### src/burning_ship_escape_time_macros.svh
// assertion macros shared by the burning ship escape time block
// expects clk and rst_n in the scope where a macro is used
`ifndef BURNING_SHIP_ESCAPE_TIME_MACROS_SVH
`define BURNING_SHIP_ESCAPE_TIME_MACROS_SVH

// same-cycle implication
`define BSET_ASSERT_IMPLIES(label, ante, cons) \
    label: assert property (@(posedge clk) disable iff (!rst_n) (ante) |-> (cons)) \
        else $error("bset assertion failed");

// next-cycle implication
`define BSET_ASSERT_NEXT(label, ante, cons) \
    label: assert property (@(posedge clk) disable iff (!rst_n) (ante) |=> (cons)) \
        else $error("bset assertion failed");

`endif

### src/bset_pkg.sv
// package for the burning ship escape time block
// types, constants and saturation helpers; no dependencies
package bset_pkg;

    localparam int MaxSize   = 1024;
    localparam int CoordW    = 10;
    localparam int CfgIndexW = 3;
    localparam int CfgDataW  = 32;
    localparam int QueueDepth = 2;
    localparam int QueuePtrW  = $clog2(QueueDepth);
    localparam int QueueCntW  = $clog2(QueueDepth + 1);

    localparam logic [CfgIndexW-1:0] RegOriginRe  = 3'd0;
    localparam logic [CfgIndexW-1:0] RegOriginIm  = 3'd1;
    localparam logic [CfgIndexW-1:0] RegPixelStep = 3'd2;
    localparam logic [CfgIndexW-1:0] RegMaxIter   = 3'd3;
    localparam logic [CfgIndexW-1:0] RegExponent  = 3'd4;

    localparam logic signed [31:0] ResetOriginRe  = -32'sd30198989;
    localparam logic signed [31:0] ResetOriginIm  = -32'sd1375732;
    localparam logic [24:0]        ResetPixelStep = 25'd2949;
    localparam logic [15:0]        ResetMaxIter   = 16'd256;
    localparam logic [2:0]         ResetExponent  = 3'd2;

    localparam logic [2:0] ExpMin = 3'd2;
    localparam logic [2:0] ExpMax = 3'd6;

    // 4.0 in q16.48
    localparam logic [64:0] EscapeLimit = 65'h4_0000_0000_0000;

    localparam logic signed [40:0] SatHigh = 41'sd2147483647;
    localparam logic signed [40:0] SatLow  = -41'sd2147483648;

    typedef struct packed {
        logic signed [31:0] origin_re;
        logic signed [31:0] origin_im;
        logic [24:0]        pixel_step;
        logic [15:0]        max_iterations;
        logic [2:0]         exponent;
    } cfg_t;

    typedef struct packed {
        logic signed [31:0] c_re;
        logic signed [31:0] c_im;
    } job_t;

    function automatic logic signed [31:0] sat32(input logic signed [40:0] v);
        logic signed [31:0] r;
        if (v > SatHigh)
        begin
            r = 32'sh7fff_ffff;
        end
        else if (v < SatLow)
        begin
            r = 32'sh8000_0000;
        end
        else
        begin
            r = v[31:0];
        end
        return r;
    endfunction

    function automatic logic signed [31:0] sabs32(input logic signed [31:0] a);
        logic signed [31:0] r;
        if (a == 32'sh8000_0000)
        begin
            r = 32'sh7fff_ffff;
        end
        else if (a < 0)
        begin
            r = -a;
        end
        else
        begin
            r = a;
        end
        return r;
    endfunction

endpackage

### src/bset_queue.sv
// short queue of points between front end and iteration engine
// depends on bset_pkg
module bset_queue
    import bset_pkg::*;
(
    input  logic clk,
    input  logic rst_n,
    input  logic push_valid,
    output logic push_ready,
    input  job_t push_data,
    output logic pop_valid,
    input  logic pop_ready,
    output job_t pop_data
);

    job_t                 entry_reg [QueueDepth];
    logic [QueuePtrW-1:0] wr_ptr_reg;
    logic [QueuePtrW-1:0] rd_ptr_reg;
    logic [QueueCntW-1:0] count_reg;
    logic                 do_push;
    logic                 do_pop;

    assign push_ready = (count_reg != QueueCntW'(QueueDepth));
    assign pop_valid  = (count_reg != '0);
    assign pop_data   = entry_reg[rd_ptr_reg];
    assign do_push    = push_valid && push_ready;
    assign do_pop     = pop_valid && pop_ready;

    always_ff @(posedge clk or negedge rst_n)
    begin
        if (!rst_n)
        begin
            wr_ptr_reg <= '0;
            rd_ptr_reg <= '0;
            count_reg  <= '0;
        end
        else
        begin
            if (do_push)
            begin
                wr_ptr_reg <= wr_ptr_reg + 1'b1;
            end
            if (do_pop)
            begin
                rd_ptr_reg <= rd_ptr_reg + 1'b1;
            end
            if (do_push && !do_pop)
            begin
                count_reg <= count_reg + 1'b1;
            end
            else if (do_pop && !do_push)
            begin
                count_reg <= count_reg - 1'b1;
            end
        end
    end

    always_ff @(posedge clk)
    begin
        if (do_push)
        begin
            entry_reg[wr_ptr_reg] <= push_data;
        end
    end

endmodule

### config.mk
export PLATFORM = sky130hd
export DESIGN_NAME = bset_queue
export DESIGN_NICKNAME = d
export VERILOG_FILES = /design/src/burning_ship_escape_time_macros.svh /design/src/bset_pkg.sv /design/src/bset_queue.sv
export SDC_FILE = /design/constraint.sdc
export NUM_CORES = 1
export LEC_CHECK = 0
export BUFFER_PORTS_ARGS = -buffer_cell sky130_fd_sc_hd__buf_2
export CAP_MARGIN = 25
export CORE_ASPECT_RATIO = 0.7
export CORE_MARGIN = 4
export CORE_UTILIZATION = 45
export CTS_CLUSTER_DIAMETER = 40
export DETAILED_ROUTE_END_ITERATION = 16
export GPL_TIMING_DRIVEN = 0
export PLACE_DENSITY = 0.7
export SYNTH_ARGS = -nofsm -noshare
export SYNTH_HDL_FRONTEND = slang
export SYNTH_SLANG_ARGS = --single-unit
### constraint.sdc
create_clock -name clk -period 5.05 [get_ports clk]
set_input_delay 0.7575 -clock clk [delete_from_list [all_inputs] [get_ports clk]]
set_output_delay 0.7575 -clock clk [all_outputs]
set_load 0.005 [all_outputs]
==> results of run 1 <==
## cells by family (layout without fill, tap and decap cells)
kind of cell,Yosys count,after routing
multiplexers,64,64
buffers and inverters,8,175
XOR/XNOR,5,5
AND/OR/NAND/NOR,7,7
adder cells (fa/ha/maj),1,1
flip-flops,132,132
## stage by stage
stage	util, %	hold slack [ns]	power [uW]	instance area (um2)	TNS (ns)
2_1_floorplan	-	0.4564	2325	5019	0
3_3_place_gp	55.23	0.4707	2730	5869	-39.02
3_5_place_dp	55.72	0.4890	2744	5922	0
4_1_cts	61.29	0.1250	3966	6514	0
5_1_grt	61.29	0.1313	4100	6514	0
6_report	61.29	0.1455	3902	6514	0
## synthesized netlist by cell type, drive strengths merged
cell / number / share of area [%]
ha: 1 / 0.25
edfxtp: 128 / 77
nand2b: 1 / 0.12
dfrtp: 4 / 2.0
xor2: 2 / 0.35
and3: 1 / 0.12
buf: 7 / 1.4
inv: 1 / 0.075
xnor2: 3 / 0.52
nor2: 2 / 0.15
or2: 1 / 0.12
nand2: 2 / 0.15
mux2: 64 / 18
## worst min-delay path by stage
stage	from	to	slack [ns]
finish	rst_n	wr_ptr_reg	0.15
global route	rst_n	count_reg[0]	0.13
CTS	rst_n	wr_ptr_reg	0.13
detailed placement	count_reg[1]	count_reg[1]	0.49
global placement	count_reg[1]	count_reg[1]	0.47
floorplan	rst_n	count_reg[0]	0.46
## layer usage
metal,GRT usage (%),vias to the layer above,routed length [um]
li1,-,1166,-
met1,16.49,1185,3690
met2,21.07,102,3838
met3,6.949,17,941
met4,6.356,2,150
met5,0,-,13
## layout make-up
| class | count | area, um2 |
|---|---|---|
| well taps | 148 | 185.2 |
| clock buffers | 18 | 429.2 |
| multi-input cells | 77 | 1011 |
| repair buffers | 135 | 705.7 |
| clock inverters | 14 | 162.7 |
| fillers | 829 | 4114 |
| inverters | 1 | 3.754 |
| plain buffers | 7 | 72.57 |
| flip-flops and latches | 132 | 3944 |
## worst max-delay path: stages, from the launching register on
cell and delay, ns:
dfrtp_1 0.35, buf_6 0.18, buf_6 0.20, mux2_4 0.32, buf_2 0.13
## power groups by stage
| stage | Clock, uW | Sequential [uW] | Combinational, uW |
|---|---|---|---|
| final | 1210 | 1560 | 1130 |
| after global routing | 1290 | 1590 | 1220 |
| after CTS | 1240 | 1570 | 1160 |
| after detailed placement | 0 | 1590 | 1150 |
| after global placement | 0 | 1610 | 1120 |
| after floorplan | 0 | 1590 | 737 |
==> results by group, run 1 <==
Worst setup path
  • Worst flop-to-flop path endpoint: entry_reg[1][5]
  • Endpoint type of the worst setup path: primary output
  • R2R depth: 2
  • R2R Path Start: count_reg[0]
  • Worst Path Max Fanout: 10
  • Worst Setup SP: rd_ptr_reg
  • Critical Path Sink: pop_data[21]
  • Worst Path Class, Setup: reg2out
  • Critical path arrival: approximately 1.6 ns
  • Crit path launch type: flip-flop
  • Worst endpoint required time: between 4 and 5 ns
  • Reg-to-reg setup timing slack: around 3.3 ns

Logic synthesis
  • Yosys warns: 0
  • Synth Area in Adders: less than 1%
  • Distinct cells, synth: 15
  • Post-synthesis net count: roughly 290
  • Synth Area in Compound Gates: 0%
  • Syn Area/Cell: 23.13 um2
  • Simple-gate share of the synthesized area: 0.6731%
  • Mapped Area: 0.005019 mm2
  • Mux share of post-synthesis cell area: around 18%
  • Sequential-to-total area share from yosys stat: 78.58%
  • Mapped Cells: around 220
  • Xor-xnor portion of the synthesized cell area: less than 1%
  • Main combinational cell family by area after synthesis: multiplexers
  • Yosys reg bits: around 130

Layout
  • Most common cell after layout, fill and taps aside: buf_2
  • Most frequent cells in the layout: 134 x buf_2, 128 x edfxtp_1, 50 x mux2_4
  • Final nets: 440
  • Area Growth Syn to Fin: 29.79%
  • Max reg flops: around 130
  • Inserted Diodes: 0
  • Final instance count without filler cells: around 530
  • Share of layout cells above drive strength 1: 61.72%

Timing
  • RSZ-0062 raised after global routing: false
  • Fin. Hold Viols: 0
  • Setup ws final: between 2 and 3 ns
  • Slew headroom: 40.62%
  • Max Fclk: 425.5 MHz
  • Final max-slew violation count: 0
  • Layout Skew: about 0.0065 ns
  • Final setup violation count: 0
  • Tcrit/Tclk final: around 47%
  • Slew @ Worst Pin: a little under 0.9 ns
  • Min cycle time layout: roughly 2.4 ns

Floorplan
  • I/O pin cnt: approximately 130
  • DIE WIDTH: approximately 130 um
  • Die area: approximately 0.013 mm2
  • Core Region: approximately 0.011 mm2
  • Row count: 31
  • Starting Density: a little under half
  • Chip height: a little under 100 um

Clock tree
  • Clock root buffer: clkbuf_16
  • CTS H-Tree Depth: 4
  • Clk sink count: approximately 130
  • TritonCTS clock tree: built
  • CTS Buf Count: 17
  • Clk Latency, worst-skew pair: 0.40 ns
  • Post_cts resized: 0
  • Cts hold-fix bufs: 0
  • Clock Path Buffers: 2
  • Post-CTS setup buffer count: 0
  • Clk pin slew, worst setup/hold paths: about 0.060 ns

Drt
  • Routed len/inst: roughly 16 um
  • Aggregate routed wire length: approximately 8600 um
  • Number of DRC markers in iteration 0: roughly 100
  • Detailed-route DRC error count: 0
  • Via count: around 2.5k
  • DRT antenna net count: 0
  • Drt pass-1 iters: 6
  • Via/cell ratio: 4.647

GRT
  • Initial antenna violation count: 1
  • Global-route wire length before repair: around 13,000 um
  • Vias in the first global route: about 2.7k
  • Largest net degree at the start of global routing: 65
  • GRT Util Overall: between 10 and 15%
  • GRT overflow: 0

Job
  • Max_cap viols: 0

Placement
  • Gpl congestion: slightly above 0.7
  • Setup WS pre-CTS: between 2 and 3 ns
  • Inst Count DP: 500
  • HPWL reported at the end of detailed placement: approximately 5800 um
  • Port Buffer Count: about 130

Power and ir drop
  • Max VDD drop: roughly 0.31 mV
  • P per Cell Area: about 600 mW/mm2
  • Power Internal: between 2000 and 3000 uW
  • Sequential Power Share: between 40% and 50%
  • Net Sw Frac: 25.90%
  • Leakage power: between 0.002 and 0.003 uW
  • Clock power share: a little under a third
  • Net Switching: ~1000 uW
  • Combinational Power Share: a little under 30%

Worst hold path
  • HP Class: in2async

Status
  • Status: completed
(Power assumes the default switching activity.)
==> inputs of run 2 (changes only) <==
Settings changed: PLACE_DENSITY 0.7 to 0.73.
Clock period 5.05 ns to 2.05 ns, I/O delays scaled along.
==> run 2 against run 1 <==
Net effect:
- critical path depth is 1 higher
- critical endpoint is now entry_reg[0][3]
- sequential power is 150% higher
- sequential share of layout area is 0.51 points lower
- die area stayed put
- final area is 0.85% higher
- critical path type is now reg2reg
- worst hold slack worse by 0.064 ns
- largest power group unchanged
- routed wire length is 3.9% higher
- clock skew is 0.0057 ns higher
- utilization is 0.52 points higher
- setup slack worse by 2.5 ns
==> results by group, run 2 (same netlist as run 1, synthesis figures left out) <==
Worst setup path
  • Worst Path Max Fanout: 31
  • Crit path launch type: flip-flop
  • Worst endpoint required time: between 2 and 2.5 ns
  • Critical path arrival: 2.00 ns
  • Endpoint type of the worst setup path: flip-flop
  • CP dominant cell by count: buf_12
  • CP cell instances: nand2b_1, nand2_1, nor2_4, buf_12, buf_12
  • Worst path slowest cell: dfrtp_1
  • Max incr delay on CP: between 0.4 and 0.5 ns
  • WP buf/inv: 2
  • Worst Path Class, Setup: reg2reg
  • CP delay by family, top: simple AND/OR/NAND/NOR gates

Layout
  • Share of layout cells above drive strength 1: approximately 60%
  • Most common cell after layout, fill and taps aside: buf_2
  • Max reg flops: between 100 and 150
  • Area Growth Syn to Fin: 30.89%
  • Inserted Diodes: 0
  • Post-route cell area: around 0.0066 mm2
  • Final instance count without filler cells: approximately 530
  • Final nets: between 400 and 500
  • Most frequent cells in the layout: 134 x buf_2, 128 x edfxtp_1, 50 x mux2_4

Timing
  • Min cycle time layout: 1.897 ns
  • Layout Skew: about 0.012 ns
  • Fin. Hold Viols: 0
  • Max Fclk: ~530 MHz
  • Slew @ Worst Pin: 0.8973 ns
  • Final max-slew violation count: 0
  • Final setup violation count: 0
  • RSZ-0062 raised after global routing: false
  • Setup ws final: approximately 0.15 ns
  • Tcrit/Tclk final: slightly above 90%
  • Fin Setup TNS: 0 ns
  • Slew headroom: about two fifths

Placement
  • Port Buffer Count: around 130
  • Setup WS pre-CTS: 0.1378 ns
  • Gpl congestion: 0.7037
  • Area post-placement: 0.005922 mm2
  • Inst Count DP: 500

Clock tree
  • Post_cts resized: 0
  • TritonCTS clock tree: built
  • Clk pin slew, worst setup/hold paths: about 0.06 ns
  • Clk sink count: about 130
  • Post-CTS setup buffer count: 0
  • Clock Path Buffers: 2
  • Clk Latency, worst-skew pair: around 0.4 ns
  • CTS Buf Count: 17
  • Clock root buffer: clkbuf_16
  • CTS H-Tree Depth: 4

Floorplan
  • Chip height: a little under 100 um
  • Starting Density: approximately 47%
  • DIE WIDTH: between 100 and 150 um
  • Core Region: 0.01063 mm2
  • Die area: roughly 0.013 mm2
  • Row count: 31
  • I/O pin cnt: between 100 and 150

Status
  • Status: completed

GRT
  • Vias in the first global route: 2,739
  • GRT Util Overall: roughly 15%
  • Initial antenna violation count: 0
  • Global-route wire length before repair: about 14,000 um
  • GRT overflow: 0
  • Largest net degree at the start of global routing: 65

Drt
  • Number of DRC markers in iteration 0: 104
  • Routed len/inst: 16.83 um
  • Via/cell ratio: between 4 and 5
  • Detailed-route DRC error count: 0
  • Drt pass-1 iters: 4
  • Aggregate routed wire length: 8970 um
  • DRT antenna net count: 0
  • Via count: between 2k and 2.5k

Power and ir drop
  • Max VDD drop: around 1.3 mV
  • P per Cell Area: 1506 mW/mm2
  • Leakage power: 0.002645 uW
  • Power Total: 9893 uW

Worst hold path
  • HP Class: in2reg

Job
  • Max_cap viols: 0
[run 2: worst register-to-register path: stages (launching register included)]
cell      delay (ns)
dfrtp_1         0.41
nand2b_1        0.19
nand2_1         0.15
nor2_4          0.35
buf_12          0.24
buf_12          0.23
[run 2: path summary, 6_finish.rpt]
| kind | slack (ns) | cells past startpoint | start | endpoint |
|---|---|---|---|---|
| worst max-delay path | 0.15 | 5 | count_reg[0] | entry_reg[0][3] |
| worst min-delay path | 0.08 | 1 | push_data[62] | entry_reg[0][62] |
| worst max register to register | 0.15 | 5 | count_reg[0] | entry_reg[0][3] |
| worst min register to register | 0.51 | 1 | count_reg[1] | count_reg[1] |
| max in group asynchronous | 1.69 | 2 | rst_n | rd_ptr_reg |
| min in group asynchronous | 0.23 | 2 | rst_n | wr_ptr_reg |
[run 2: cell type report]
type | count | area, um2
buffer | 7 | 72.57
clock buffer | 17 | 425.4
clock inverter | 15 | 211.5
fill | 802 | 4059
inverter | 1 | 3.754
multi-input combinational | 77 | 1011
sequential | 132 | 3944
tap | 148 | 185.2
timing repair buffer | 136 | 715.7
[run 2: per-stage QoR]
stage	utilization [%]	hold slack, ns
5_1_grt	61.81	0.06127
2_1_floorplan	-	0.01191
4_1_cts	61.81	0.06172
3_5_place_dp	55.72	0.1245
6_report	61.81	0.08149
3_3_place_gp	55.31	0.1189
[run 2: layer usage]
metal  vias up  global-route usage [%]  wire length, um
met3        11                   7.628              861
met1      1194                   18.13             3891
met2       108                   21.99             4138
met5         -                       0                0
met4         0                   5.678               79
li1       1169                       -                -
[run 2: power by group]
group,leakage (uW),internal (uW),switching [uW]
combinational,0.00110,1530,1270
sequential,0.00124,3700,166
clock,0.000312,2140,1080
[run 2: timing repair]
item | in CTS | in global routing
setup endpoints to repair | 0 | 0
hold endpoints to repair | 4 | 0
hold buffers | 1 | 0
