### src/burning_ship_escape_time_macros.svh
// assertion macros shared by the burning ship escape time block
// expects clk and rst_n in the scope where a macro is used
`ifndef BURNING_SHIP_ESCAPE_TIME_MACROS_SVH
`define BURNING_SHIP_ESCAPE_TIME_MACROS_SVH

// same-cycle implication
`define BSET_ASSERT_IMPLIES(label, ante, cons) \
    label: assert property (@(posedge clk) disable iff (!rst_n) (ante) |-> (cons)) \
        else $error("bset assertion failed");

// next-cycle implication
`define BSET_ASSERT_NEXT(label, ante, cons) \
    label: assert property (@(posedge clk) disable iff (!rst_n) (ante) |=> (cons)) \
        else $error("bset assertion failed");

`endif

### src/bset_pkg.sv
// package for the burning ship escape time block
// types, constants and saturation helpers; no dependencies
package bset_pkg;

    localparam int MaxSize   = 1024;
    localparam int CoordW    = 10;
    localparam int CfgIndexW = 3;
    localparam int CfgDataW  = 32;
    localparam int QueueDepth = 2;
    localparam int QueuePtrW  = $clog2(QueueDepth);
    localparam int QueueCntW  = $clog2(QueueDepth + 1);

    localparam logic [CfgIndexW-1:0] RegOriginRe  = 3'd0;
    localparam logic [CfgIndexW-1:0] RegOriginIm  = 3'd1;
    localparam logic [CfgIndexW-1:0] RegPixelStep = 3'd2;
    localparam logic [CfgIndexW-1:0] RegMaxIter   = 3'd3;
    localparam logic [CfgIndexW-1:0] RegExponent  = 3'd4;

    localparam logic signed [31:0] ResetOriginRe  = -32'sd30198989;
    localparam logic signed [31:0] ResetOriginIm  = -32'sd1375732;
    localparam logic [24:0]        ResetPixelStep = 25'd2949;
    localparam logic [15:0]        ResetMaxIter   = 16'd256;
    localparam logic [2:0]         ResetExponent  = 3'd2;

    localparam logic [2:0] ExpMin = 3'd2;
    localparam logic [2:0] ExpMax = 3'd6;

    // 4.0 in q16.48
    localparam logic [64:0] EscapeLimit = 65'h4_0000_0000_0000;

    localparam logic signed [40:0] SatHigh = 41'sd2147483647;
    localparam logic signed [40:0] SatLow  = -41'sd2147483648;

    typedef struct packed {
        logic signed [31:0] origin_re;
        logic signed [31:0] origin_im;
        logic [24:0]        pixel_step;
        logic [15:0]        max_iterations;
        logic [2:0]         exponent;
    } cfg_t;

    typedef struct packed {
        logic signed [31:0] c_re;
        logic signed [31:0] c_im;
    } job_t;

    function automatic logic signed [31:0] sat32(input logic signed [40:0] v);
        logic signed [31:0] r;
        if (v > SatHigh)
        begin
            r = 32'sh7fff_ffff;
        end
        else if (v < SatLow)
        begin
            r = 32'sh8000_0000;
        end
        else
        begin
            r = v[31:0];
        end
        return r;
    endfunction

    function automatic logic signed [31:0] sabs32(input logic signed [31:0] a);
        logic signed [31:0] r;
        if (a == 32'sh8000_0000)
        begin
            r = 32'sh7fff_ffff;
        end
        else if (a < 0)
        begin
            r = -a;
        end
        else
        begin
            r = a;
        end
        return r;
    endfunction

endpackage

### src/bset_if.sv
// channel interfaces for the burning ship escape time block
// depends on bset_pkg for field widths
interface bset_pixel_if;
    import bset_pkg::*;
    logic              valid;
    logic              ready;
    logic [CoordW-1:0] pixel_x;
    logic [CoordW-1:0] pixel_y;

    modport source (output valid, output pixel_x, output pixel_y, input ready);
    modport sink   (input valid, input pixel_x, input pixel_y, output ready);
endinterface


### src/bset_front.sv
// front end: accepts pixel words and forms the point c
// depends on bset_pkg and bset_if
module bset_front
    import bset_pkg::*;
(
    input  logic        clk,
    input  logic        rst_n,
    input  cfg_t        cfg,
    bset_pixel_if.sink  pixel,
    output logic        push_valid,
    input  logic        push_ready,
    output job_t        push_data
);

    logic              valid_reg;
    logic [34:0]       prod_x_reg;
    logic [34:0]       prod_y_reg;
    logic [CoordW-1:0] px;
    logic [CoordW-1:0] py;
    logic              take;

    // clamp to image size
    assign px = (pixel.pixel_x > CoordW'(MaxSize - 1)) ? CoordW'(MaxSize - 1) : pixel.pixel_x;
    assign py = (pixel.pixel_y > CoordW'(MaxSize - 1)) ? CoordW'(MaxSize - 1) : pixel.pixel_y;

    assign pixel.ready = !valid_reg || push_ready;
    assign take        = pixel.valid && pixel.ready;
    assign push_valid  = valid_reg;

    assign push_data.c_re = sat32(41'(cfg.origin_re) + 41'($signed({1'b0, prod_x_reg})));
    assign push_data.c_im = sat32(41'(cfg.origin_im) + 41'($signed({1'b0, prod_y_reg})));

    always_ff @(posedge clk or negedge rst_n)
    begin
        if (!rst_n)
        begin
            valid_reg <= 1'b0;
        end
        else if (pixel.ready)
        begin
            valid_reg <= pixel.valid;
        end
    end

    always_ff @(posedge clk)
    begin
        if (take)
        begin
            prod_x_reg <= 35'(px) * 35'(cfg.pixel_step);
            prod_y_reg <= 35'(py) * 35'(cfg.pixel_step);
        end
    end

endmodule

### src/flat_wrapper.sv
// flat-port wrapper written by rule: the top's interface ports become plain ports
module bset_front_flat import bset_pkg::*;
  (clk, rst_n, cfg, push_valid, push_ready, push_data, pixel_valid, pixel_pixel_x, pixel_pixel_y, pixel_ready);
  bset_pixel_if pixel_i ();
  input  logic clk;
  input  logic rst_n;
  input  cfg_t cfg;
  output logic push_valid;
  input  logic push_ready;
  output job_t push_data;
  input wire logic [$bits(pixel_i.valid)-1:0] pixel_valid;
  input wire logic [$bits(pixel_i.pixel_x)-1:0] pixel_pixel_x;
  input wire logic [$bits(pixel_i.pixel_y)-1:0] pixel_pixel_y;
  output wire logic [$bits(pixel_i.ready)-1:0] pixel_ready;
  assign pixel_i.valid = pixel_valid;
  assign pixel_i.pixel_x = pixel_pixel_x;
  assign pixel_i.pixel_y = pixel_pixel_y;
  assign pixel_ready = pixel_i.ready;
  bset_front u_core (.clk(clk), .rst_n(rst_n), .cfg(cfg), .pixel(pixel_i), .push_valid(push_valid), .push_ready(push_ready), .push_data(push_data));
endmodule
### config.mk
export PLATFORM = sky130hd
export DESIGN_NAME = bset_front_flat
export DESIGN_NICKNAME = d
export VERILOG_FILES = /design/src/burning_ship_escape_time_macros.svh /design/src/bset_pkg.sv /design/src/bset_if.sv /design/src/bset_front.sv /design/src/flat_wrapper.sv
export SDC_FILE = /design/constraint.sdc
export NUM_CORES = 1
export LEC_CHECK = 0
export ABC_AREA = 0
export BUFFER_PORTS_ARGS = -buffer_cell sky130_fd_sc_hd__buf_2
export CORE_ASPECT_RATIO = 0.9
export CORE_MARGIN = 5
export CORE_UTILIZATION = 30
export CTS_CLUSTER_DIAMETER = 60
export DETAILED_ROUTE_END_ITERATION = 10
export PLACE_DENSITY = 0.51
export SKIP_LAST_GASP = 1
export SLEW_MARGIN = 20
export SYNTH_ARGS = -nofsm -noshare
export SYNTH_HDL_FRONTEND = slang
export SYNTH_SLANG_ARGS = --single-unit
### constraint.sdc
create_clock -name clk -period 3.4 [get_ports clk]
set_input_delay 0.34 -clock clk [delete_from_list [all_inputs] [get_ports clk]]
set_output_delay 0.34 -clock clk [all_outputs]
set_load 0.02 [all_outputs]
==> impl_metrics.yaml, run 1 <==
place:
  place_congestion: 0.857
  dp_slack_ns: -2.43
  place_hpwl_mm: 50.7
  place_area_sq_um: 28100
  dp_cells: 3972
  io_buffers: 178
floorplanning:
  start_util: 0.301
  die_y_um: 267
  fp.dieW_um: 295
  rows: 94
  ios: 198
  coreArea_sq_um: 72900
  die_area_sq_um: 78800
synth:
  synth_ff_type: "edfxtp_1"
  synth_compound_area_frac: 0.137
  synthAdderAreaFrac: 0.454
  ys_async_sr_fraction: 0.0141
  synth_cell_types: 72
  ys_seq_area_frac: 0.0968
  synth_edf_count: 70
  postSynthAreaPerCell_sq_um: 8.80
  synth_top_family_by_area: "adder cells"
  yosysWarnings: 0
  syn-num-nets: 3208
  synthSimpleGateAreaFrac: 0.174
  synth_area_sq_um: 22000
  synth_xor_area_frac: 0.0502
  synthMuxAreaShare: 0.000911
  synth_cells: 2498
  ys_seq_elements: 71
worst_setup_path:
  critPathMaxFanout: 5
  worstSetupStartpoint: "cfg[26]"
  worst-setup-path-type: "primary input to flip-flop"
  endpoint_kind: "flip-flop"
  cp-start-kind: "primary input"
  worstPathRequired_ns: 3.52
  critPathArrivalTime_ns: 5.42
  r2r-start: "u_core.push_valid"
timing:
  tns_ns: -129.23
  fmax_mhz: 189
  fin_crit_sh: 1.56
  fin_ws_ns: -1.90
  worst_pin_slew_ns: 0.995
  setup_viol_count_final: 124
  relSlewSlack: 0.337
  final.setup_skew_ns: 0.00723
  hold_viol_final: 0
  post-route-min-period_ns: 5.30
  rsz0062_at_grt: "yes"
  whs_ns: 0.173
  maxSlewViolCount: 0
power_and_ir_drop:
  p_leak_nw: 15.3
  total_power_mw: 36.1
  p_per_area_nw_per_um2: 1160
  vdd.ir_drop.worst_v: 0.000891
clock_network:
  clkTransAtPathRegs_ns: 0.06
  clkLatencyLatePin_ns: 0.37
  clockRootBuffer: "clkbuf_16"
  cts_buffers: 9
  cts_sinks: 71
  cts_buffer_depth: 2
  htree_levels: 3
  cts_tree: "built"
route:
  wl_mm: 64.1
  drt_pass1_iterations: 5
  dr_total_vias: 19455
  avgViaCountPerCell: 4.77
  ant_nets: 0
  post_drt_wl_per_cell_um: 15.7
  drtIter0Drc: 802
  drc_errors: 0
global_route:
  grtUsageMet1: 0.224
  gr-total-overflow: 0
  use_met2: 0.278
  grt_use_total: 0.164
  use_met3: 0.0244
  grt_pass1_vias: 21341
  busiest_layer: "met2"
  grt_max_degree: 71
  grt_pass1_wl_mm: 106
  antenna_found_initial: 1
final_layout:
  n_antenna_cell: 0
  drive_gt1_frac: 0.350
  layout_commonest_cell: "buf_4"
  most-common-layout-cells: "buf_4 (466), fa_1 (343), inv_1 (336)"
  fin_util: 0.428
  fillers: 7104
  finalInstanceArea_sq_um: 31200
  fin_nets: 3824
  flow.area_growth_from_synthesis_pct: 42.1
  stdcell_count: 4077
flow_run:
  maxCapViolations: 0
min_path:
  hold_start: "pixel_valid"
  min_path_type: "primary input to flip-flop"
run_status:
  status: "complete, but fails checks"
  violations: "setup timing"
-- routing by layer --
layer / vias up / routed length [um]
met5: - / 20
met4: 2 / 812
met3: 54 / 2410
met2: 325 / 31400
met1: 9802 / 29500
li1: 9272 / -
-- critical path, cell delays in order --
cell and delay [ns]:
buf_12 0.12, buf_12 0.14, and2_1 0.15, fa_1 0.48, fa_1 0.57, fa_2 0.44, fa_1 0.50, inv_1 0.05
fa_1 0.49, inv_2 0.05, ha_4 0.22, a21o_1 0.18, a221o_1 0.38, a32oi_2 0.23, o211ai_1 0.20, nand2_2 0.16
a311oi_2 0.13, or3_1 0.34, a21oi_2 0.14, xnor2_1 0.08
-- final timing paths --
check                           cells past startpoint  slack (ns)                     to
worst min-delay path                                2        0.17      u_core.push_valid
worst min register to register                      2        0.54      u_core.push_valid
worst max-delay path                               20       -1.90  u_core.prod_x_reg[32]
worst max register to register                      2        1.67  u_core.prod_y_reg[31]
max in group asynchronous                           2        3.05      u_core.push_valid
min in group asynchronous                           2        0.26      u_core.push_valid
-- synthesized netlist by cell type, types with 3 or more instances --
master    instances  area, sq um
a211o_1           3         26.3
a211oi_1         16          120
a21boi_0          3         22.5
a21o_1          118          886
a21oi_1         119          596
a221oi_1          6         52.6
a311oi_1          6         52.6
a31o_2            3         26.3
a31oi_1          15         93.8
a41oi_1           3         26.3
and2_1          271         1700
and3_1           15         93.8
buf_2             8         40.0
buf_6             3         33.8
clkbuf_1        115          432
edfxtp_1         70         2100
fa_1            366         7330
ha_1            212         2650
inv_1           372         1400
nand2_1         315         1180
nand2b_1          7         43.8
nand3_1          23          115
nand4_1          15         93.8
nor2_1           65          244
nor2b_1          10         62.6
nor3_1           26          130
nor3b_1           3         22.5
nor4_1            3         18.8
o211ai_1         13         97.6
o21a_1           15          113
o21ai_0          65          325
o21ai_1           8         40.0
o21bai_1         21          158
o31ai_1           5         37.5
or2_2             4         25.0
or3_1             5         31.3
xnor2_1          83          727
xor2_1           43          377
-- repair_timing --
action | in CTS | in global routing
resized for setup | 303 | 237
endpoints found under the hold margin | 1 | 0
pin swaps | 103 | 130
setup endpoints to repair | 124 | 124
cloned | 13 | 0
hold buffers | 1 | 0
setup buffers | 71 | 26
-- kinds of logic after synthesis --
family | count (synthesis)
adder cells (fa/ha/maj) | 578
AO/OA/AOI/OAI | 452
AND/OR/NAND/NOR | 770
multiplexers | 2
buffers and inverters | 499
flip-flops | 71
XOR/XNOR | 126
-- area by class of cell --
type	count	area, sq um	share of cell area
inverters	372	1400	0.0447
repair buffers	732	6350	0.203
multi-input cells	1928	19900	0.638
clock inverters	3	12.5	0.000401
clock buffers	11	233	0.00745
well taps	960	1200	0.0385
flip-flops and latches	71	2130	0.0681
-- where the power goes --
| group | internal [mW] | leakage, nW | total (mW) | switching [mW] |
|---|---|---|---|---|
| Combinational | 17.2 | 14.5 | 32.9 | 15.7 |
| Clock | 0.479 | 0.120 | 0.863 | 0.385 |
| Sequential | 2.18 | 0.680 | 2.32 | 0.141 |
Power figures use the tool's default switching activity.
==> run 2: changes to the inputs <==
--- a/config.mk
+++ b/config.mk
@@ -7,12 +7,14 @@
 export LEC_CHECK = 0
 export ABC_AREA = 0
 export BUFFER_PORTS_ARGS = -buffer_cell sky130_fd_sc_hd__buf_2
+export CELL_PAD_IN_SITES_DETAIL_PLACEMENT = 0
+export CELL_PAD_IN_SITES_GLOBAL_PLACEMENT = 1
 export CORE_ASPECT_RATIO = 0.9
 export CORE_MARGIN = 5
-export CORE_UTILIZATION = 30
+export CORE_UTILIZATION = 44
 export CTS_CLUSTER_DIAMETER = 60
 export DETAILED_ROUTE_END_ITERATION = 10
-export PLACE_DENSITY = 0.51
+export PLACE_DENSITY = 0.84
 export SKIP_LAST_GASP = 1
 export SLEW_MARGIN = 20
 export SYNTH_ARGS = -nofsm -noshare
==> run 2 against run 1 <==
  * The flow still finishes with violations (setup timing)
  * Utilization is 20 points higher
  * Combinational power grew 4%
  * Global-route usage increased by 7.0 points
  * Routed wire length is 0.29% higher
  * Via count grew 2.1%
  * Clock power about the same
  * Hold slack gained 0.011 ns
  * Setup slack improved by 0.029 ns
  * Count of clock-buffer cells in the layout grew 1
  * Sequential power hardly changed
==> impl_metrics.yaml, run 2 (synthesis results as in run 1) <==
place:
  place_hpwl_mm: 48.3
  dp_cells: 3663
  place_congestion: 0.857
  place_area_sq_um: 27600
  io_buffers: 178
worst_setup_path:
  worst-setup-path-type: "primary input to flip-flop"
  endpoint_kind: "flip-flop"
  worstPathRequired_ns: 3.51
  critPathArrivalTime_ns: 5.38
  cp-start-kind: "primary input"
  critPathMaxFanout: 6
route:
  dr_total_vias: 19868
  ant_nets: 0
  avgViaCountPerCell: 5.23
  drt_pass1_iterations: 5
  drc_errors: 0
  drtIter0Drc: 1081
  post_drt_wl_per_cell_um: 16.9
  wl_mm: 64.2
timing:
  hold_viol_final: 0
  worst_pin_slew_ns: 1.00
  fin_ws_ns: -1.87
  fmax_mhz: 190
  final.setup_skew_ns: 0.00546
  setup_viol_count_final: 123
  fin_crit_sh: 1.55
  rsz0062_at_grt: "yes"
  relSlewSlack: 0.332
  maxSlewViolCount: 0
  post-route-min-period_ns: 5.27
clock_network:
  htree_levels: 3
  cts_buffers: 9
  clkLatencyLatePin_ns: 0.36
  cts_buffer_depth: 2
  cts_sinks: 71
  clockRootBuffer: "clkbuf_16"
  clkTransAtPathRegs_ns: 0.06
  cts_tree: "built"
final_layout:
  flow.area_growth_from_synthesis_pct: 42.1
  layout_commonest_cell: "buf_4"
  most-common-layout-cells: "buf_4 (466), fa_1 (345), inv_1 (336)"
  drive_gt1_frac: 0.355
  stdcell_count: 3797
  fin_nets: 3831
  fin_util: 0.633
  finalInstanceArea_sq_um: 31200
power_and_ir_drop:
  vdd.ir_drop.worst_v: 0.000956
  total_power_mw: 37.5
  p_per_area_nw_per_um2: 1200
  p_leak_nw: 15.5
floorplanning:
  ios: 198
  die_area_sq_um: 54500
  coreArea_sq_um: 49300
  fp.dieW_um: 246
  start_util: 0.446
  rows: 77
  die_y_um: 222
global_route:
  grt_max_degree: 71
  grt_use_total: 0.233
  antenna_found_initial: 2
  grt_pass1_wl_mm: 105
  grt_pass1_vias: 21614
  gr-total-overflow: 0
run_status:
  status: "complete, but fails checks"
  violations: "setup timing"
flow_run:
  maxCapViolations: 0
min_path:
  min_path_type: "primary input to flip-flop"
[run 2: critical path, stage by stage]
cell and delay, ns:
buf_12 0.10, buf_12 0.14, nand2_4 0.05, fa_1 0.51, inv_2 0.04, fa_1 0.49
fa_1 0.51, fa_1 0.50, inv_1 0.05, fa_1 0.49, inv_2 0.04, ha_4 0.21
a221oi_2 0.25, o21ai_1 0.12, a31o_1 0.23, o221a_4 0.29, o41ai_4 0.25, buf_4 0.19
o21ai_4 0.07, o22ai_2 0.14, o21bai_1 0.10, a21oi_1 0.16, xnor2_1 0.10
[run 2: final cells by class]
type / instances / area (sq um)
Tap cell: 671 / 840
Sequential cell: 71 / 2130
Fill cell: 4031 / 18100
Inverter: 372 / 1400
Clock buffer: 12 / 236
Antenna cell: 1 / 2.50
Multi-Input combinational cell: 1928 / 20000
Clock inverter: 3 / 11.3
Timing Repair Buffer: 739 / 6570
[run 2: power breakdown]
group	internal (mW)	switching [mW]	total (mW)
registers	2.18	0.151	2.33
logic	18.0	16.4	34.3
clock network	0.483	0.382	0.865
[run 2: timing repair]
action                                  in CTS  in global routing
gates cloned                                13                  3
buffers inserted                            97                 42
pin swaps                                  165                 96
hold buffers                                 1                  0
endpoints found under the hold margin        1                  0
gates resized for setup                    426                161
endpoints found under the setup margin     124                124
[run 2: final timing paths]
path	startpoint	endpoint	slack (ns)	depth (start not counted)
min in group asynchronous	rst_n	u_core.push_valid	0.28	2
max	pixel_pixel_y[3]	u_core.prod_y_reg[32]	-1.87	23
min	pixel_valid	u_core.push_valid	0.18	2
max in group asynchronous	rst_n	u_core.push_valid	3.03	2
min reg2reg	u_core.push_valid	u_core.push_valid	0.54	2
max reg2reg	u_core.push_valid	u_core.prod_x_reg[27]	1.67	2
[run 2: per-layer routing]
metal  vias to the layer above  share of wire  track usage
met4                         0          0.017       0.0500
met5                         -              0            0
li1                       9294              -            -
met3                        79          0.055       0.0335
met2                       507           0.49        0.401
met1                      9988           0.44        0.315
[run 2: through the flow]
step           worst slack (ns)  setup TNS (ns)  hold WS, ns
2_1_floorplan             -1.94          -78.49       0.0444
3_3_place_gp              -2.33         -137.05        0.115
3_5_place_dp              -2.50         -147.26        0.116
4_1_cts                   -1.87         -122.46        0.168
5_1_grt                   -2.05         -142.61        0.195
6_report                  -1.87         -124.91        0.184
==> run 3: changes to the inputs <==
--- a/config.mk
+++ b/config.mk
@@ -5,16 +5,17 @@
 export SDC_FILE = /design/constraint.sdc
 export NUM_CORES = 1
 export LEC_CHECK = 0
-export ABC_AREA = 0
-export BUFFER_PORTS_ARGS = -buffer_cell sky130_fd_sc_hd__buf_2
+export ABC_AREA = 1
 export CELL_PAD_IN_SITES_DETAIL_PLACEMENT = 0
 export CELL_PAD_IN_SITES_GLOBAL_PLACEMENT = 1
 export CORE_ASPECT_RATIO = 0.9
 export CORE_MARGIN = 5
-export CORE_UTILIZATION = 44
+export CORE_UTILIZATION = 45
 export CTS_CLUSTER_DIAMETER = 60
 export DETAILED_ROUTE_END_ITERATION = 10
-export PLACE_DENSITY = 0.84
+export DONT_BUFFER_PORTS = 1
+export GPL_TIMING_DRIVEN = 0
+export PLACE_DENSITY = 0.83
 export SKIP_LAST_GASP = 1
 export SLEW_MARGIN = 20
 export SYNTH_ARGS = -nofsm -noshare
==> run 3 against run 2 <==
  * The run still ends with setup timing left
  * Critical path type unchanged
  * Sequential cell count unchanged
  * Design area up 0.59%
  * Via count is 10% higher
  * Synthesized cell count increased by 30%
  * Non-clock buffer count shrank 415
  * Largest cell class unchanged
  * Setup slack improved by 0.52 ns
  * Clock skew grew 0.00098 ns
  * Hold slack worse by 0.077 ns
==> impl_metrics.yaml, run 3 <==
synth:
  synth_ff_type: "edfxtp_1"
  ys_async_sr_fraction: 0.0141
  synth_area_sq_um: 23300
  netlist.area_leader.share: 0.314
  ys_seq_elements: 71
  synth.most_common_cell: "nand2_1"
  postSynthAreaPerCell_sq_um: 7.21
  synth_area_leaders: "fa_1 (31%), nand2_1 (17%), inv_1 (12%)"
  synth_cell_types: 47
  synth_edf_count: 70
  ys_top_cells_by_count: "nand2_1 (1,041), inv_1 (733), fa_1 (366)"
  yosysTopAreaCell: "fa_1"
  yosysWarnings: 0
  ys_seq_area_frac: 0.0911
  syn-num-nets: 3947
  synth_cells: 3237
worst_setup_path:
  r2r-start: "u_core.push_valid"
  endpoint_kind: "flip-flop"
  critPathArrivalTime_ns: 4.97
  cp-start-kind: "primary input"
  reg2reg_depth: 3
  worstPathRequired_ns: 3.62
  critPathMaxFanout: 5
  worst-setup-path-type: "primary input to flip-flop"
  rr_endpoint: "u_core.prod_x_reg[7]"
  rrSetupSlack_ns: 1.63
floorplanning:
  coreArea_sq_um: 51500
  die_y_um: 226
  ios: 198
  start_util: 0.453
  rows: 79
  fp.dieW_um: 250
  die_area_sq_um: 56500
flow_run:
  maxCapViolations: 0
place:
  place_congestion: 0.933
  dp_cells: 3928
  place_hpwl_mm: 59.9
  io_buffers: 0
route:
  ant_nets: 0
  post_drt_wl_per_cell_um: 18.7
  drc_errors: 0
  drtIter0Drc: 1714
  drt_pass1_iterations: 6
  dr_total_vias: 21869
  avgViaCountPerCell: 5.28
  wl_mm: 77.6
final_layout:
  flow.area_growth_from_synthesis_pct: 34.6
  most-common-layout-cells: "nand2_1 (800), inv_1 (673), fa_1 (345)"
  fin_nets: 4159
  layout_commonest_cell: "nand2_1"
  drive_gt1_frac: 0.282
  stdcell_count: 4144
timing:
  fin_crit_sh: 1.40
  worst_pin_slew_ns: 0.728
  maxSlewViolCount: 0
  setup_viol_count_final: 65
  hold_viol_final: 0
  final.setup_skew_ns: 0.00644
  fmax_mhz: 210
  post-route-min-period_ns: 4.75
  rsz0062_at_grt: "yes"
  fin_ws_ns: -1.35
  relSlewSlack: 0.515
global_route:
  grt_max_degree: 24
  antenna_found_initial: 2
  grt_use_total: 0.265
  grt_pass1_vias: 21997
  gr-total-overflow: 0
  grt_pass1_wl_mm: 118
min_path:
  hold_start: "pixel_valid"
  hold_end: "u_core.push_valid"
  whs_path_depth: 2
  min_path_type: "primary input to flip-flop"
run_status:
  status: "complete, but fails checks"
  violations: "setup timing"
clock_network:
  htree_levels: 3
  cts_tree: "built"
  clockRootBuffer: "clkbuf_16"
  cts_buffers: 9
  cts_buffer_depth: 2
  clkTransAtPathRegs_ns: 0.06
  clkLatencyLatePin_ns: 0.39
  cts_sinks: 71
==> run 3: changes by cell type after synthesis, moves of 41 or more <==
| cell | previous run | this run |
|---|---|---|
| a21o_1 | 118 | 12 |
| xnor2_1 | 83 | 39 |
| nand2_1 | 315 | 1041 |
| inv_1 | 372 | 733 |
| nor2_1 | 65 | 142 |
| and2_1 | 271 | 3 |
| nand3_1 | 23 | 64 |
==> run 3: area by class of cell <==
type,instances,area (sq um)
clock buffer,11,253
tap,688,861
buffer,123,1810
timing repair buffer,201,2050
inverter,736,2770
multi-input combinational,2307,21500
sequential,71,2130
clock inverter,5,80.1
antenna,2,5.00
fill,4567,20100
==> run 3: timing repair <==
action	in CTS	in global routing
hold buffers	1	0
gates resized for setup	420	412
hold endpoints to repair	1	0
gates cloned	9	11
endpoints found under the setup margin	120	120
buffers inserted	120	61
pin swaps	174	181
==> run 3: cell families after synthesis <==
family	after synthesis	share of synthesized area
and+or+nand+nor	1320	0.224
buffers and inverters	859	0.141
adders and majority gates	578	0.428
AOI/OAI and AO/OA	287	0.0702
xor gates and xnor gates	122	0.0458
DFF	71	0.0911
==> run 3: critical path: stages <==
cell and delay, ns:
clkbuf_16 0.15, clkbuf_16 0.16, nand2_2 0.06, fa_1 0.54
inv_1 0.05, fa_1 0.53, fa_1 0.43, fa_1 0.50
inv_2 0.04, fa_1 0.54, inv_2 0.05, ha_4 0.29
nand2_2 0.07, inv_4 0.08, nand2_4 0.06, nor3_4 0.20
nand2_1 0.07, o211ai_1 0.17, buf_4 0.17, nand2_2 0.05
nand2_2 0.08, nand2_1 0.06, nand2_1 0.07, xor2_1 0.19
==> run 3: how the worst max path moves through the flow <==
stage | startpoint | endpoint | slack [ns]
2_1_floorplan | pixel_pixel_y[3] | u_core.prod_y_reg[25] | -1.40
3_3_place_gp | cfg[23] | u_core.prod_x_reg[31] | -2.16
3_5_place_dp | cfg[23] | u_core.prod_x_reg[31] | -2.27
4_1_cts | pixel_pixel_x[3] | u_core.prod_x_reg[31] | -1.28
5_1_grt | pixel_pixel_x[1] | u_core.prod_x_reg[31] | -1.56
6_report | pixel_pixel_x[3] | u_core.prod_x_reg[31] | -1.35
==> run 3: metal layers <==
metal | part of all wire | routed length, um | global-route usage
met5 | 0.00017 | 13 | 0
met4 | 0.019 | 1500 | 0.0576
met3 | 0.085 | 6590 | 0.0538
met2 | 0.44 | 34300 | 0.406
met1 | 0.45 | 35300 | 0.392
==> run 3: through the flow <==
step | utilization | hold WS (ns) | setup slack (ns) | cell area (sq um) | TNS [ns]
detailed placement | 0.502 | 0.0444 | -2.27 | 25800 | -96.58
floorplan | - | 0.0444 | -1.40 | 24900 | -61.31
global placement | 0.500 | 0.0444 | -2.16 | 25700 | -134.56
CTS | 0.563 | 0.0829 | -1.28 | 29000 | -55.99
finish | 0.610 | 0.107 | -1.35 | 31400 | -61.57
global route | 0.610 | 0.106 | -1.56 | 31400 | -73.83
Power of run 3 is not shown: default switching activity piles up to over one toggle a cycle in this logic, so the estimate is an artifact.
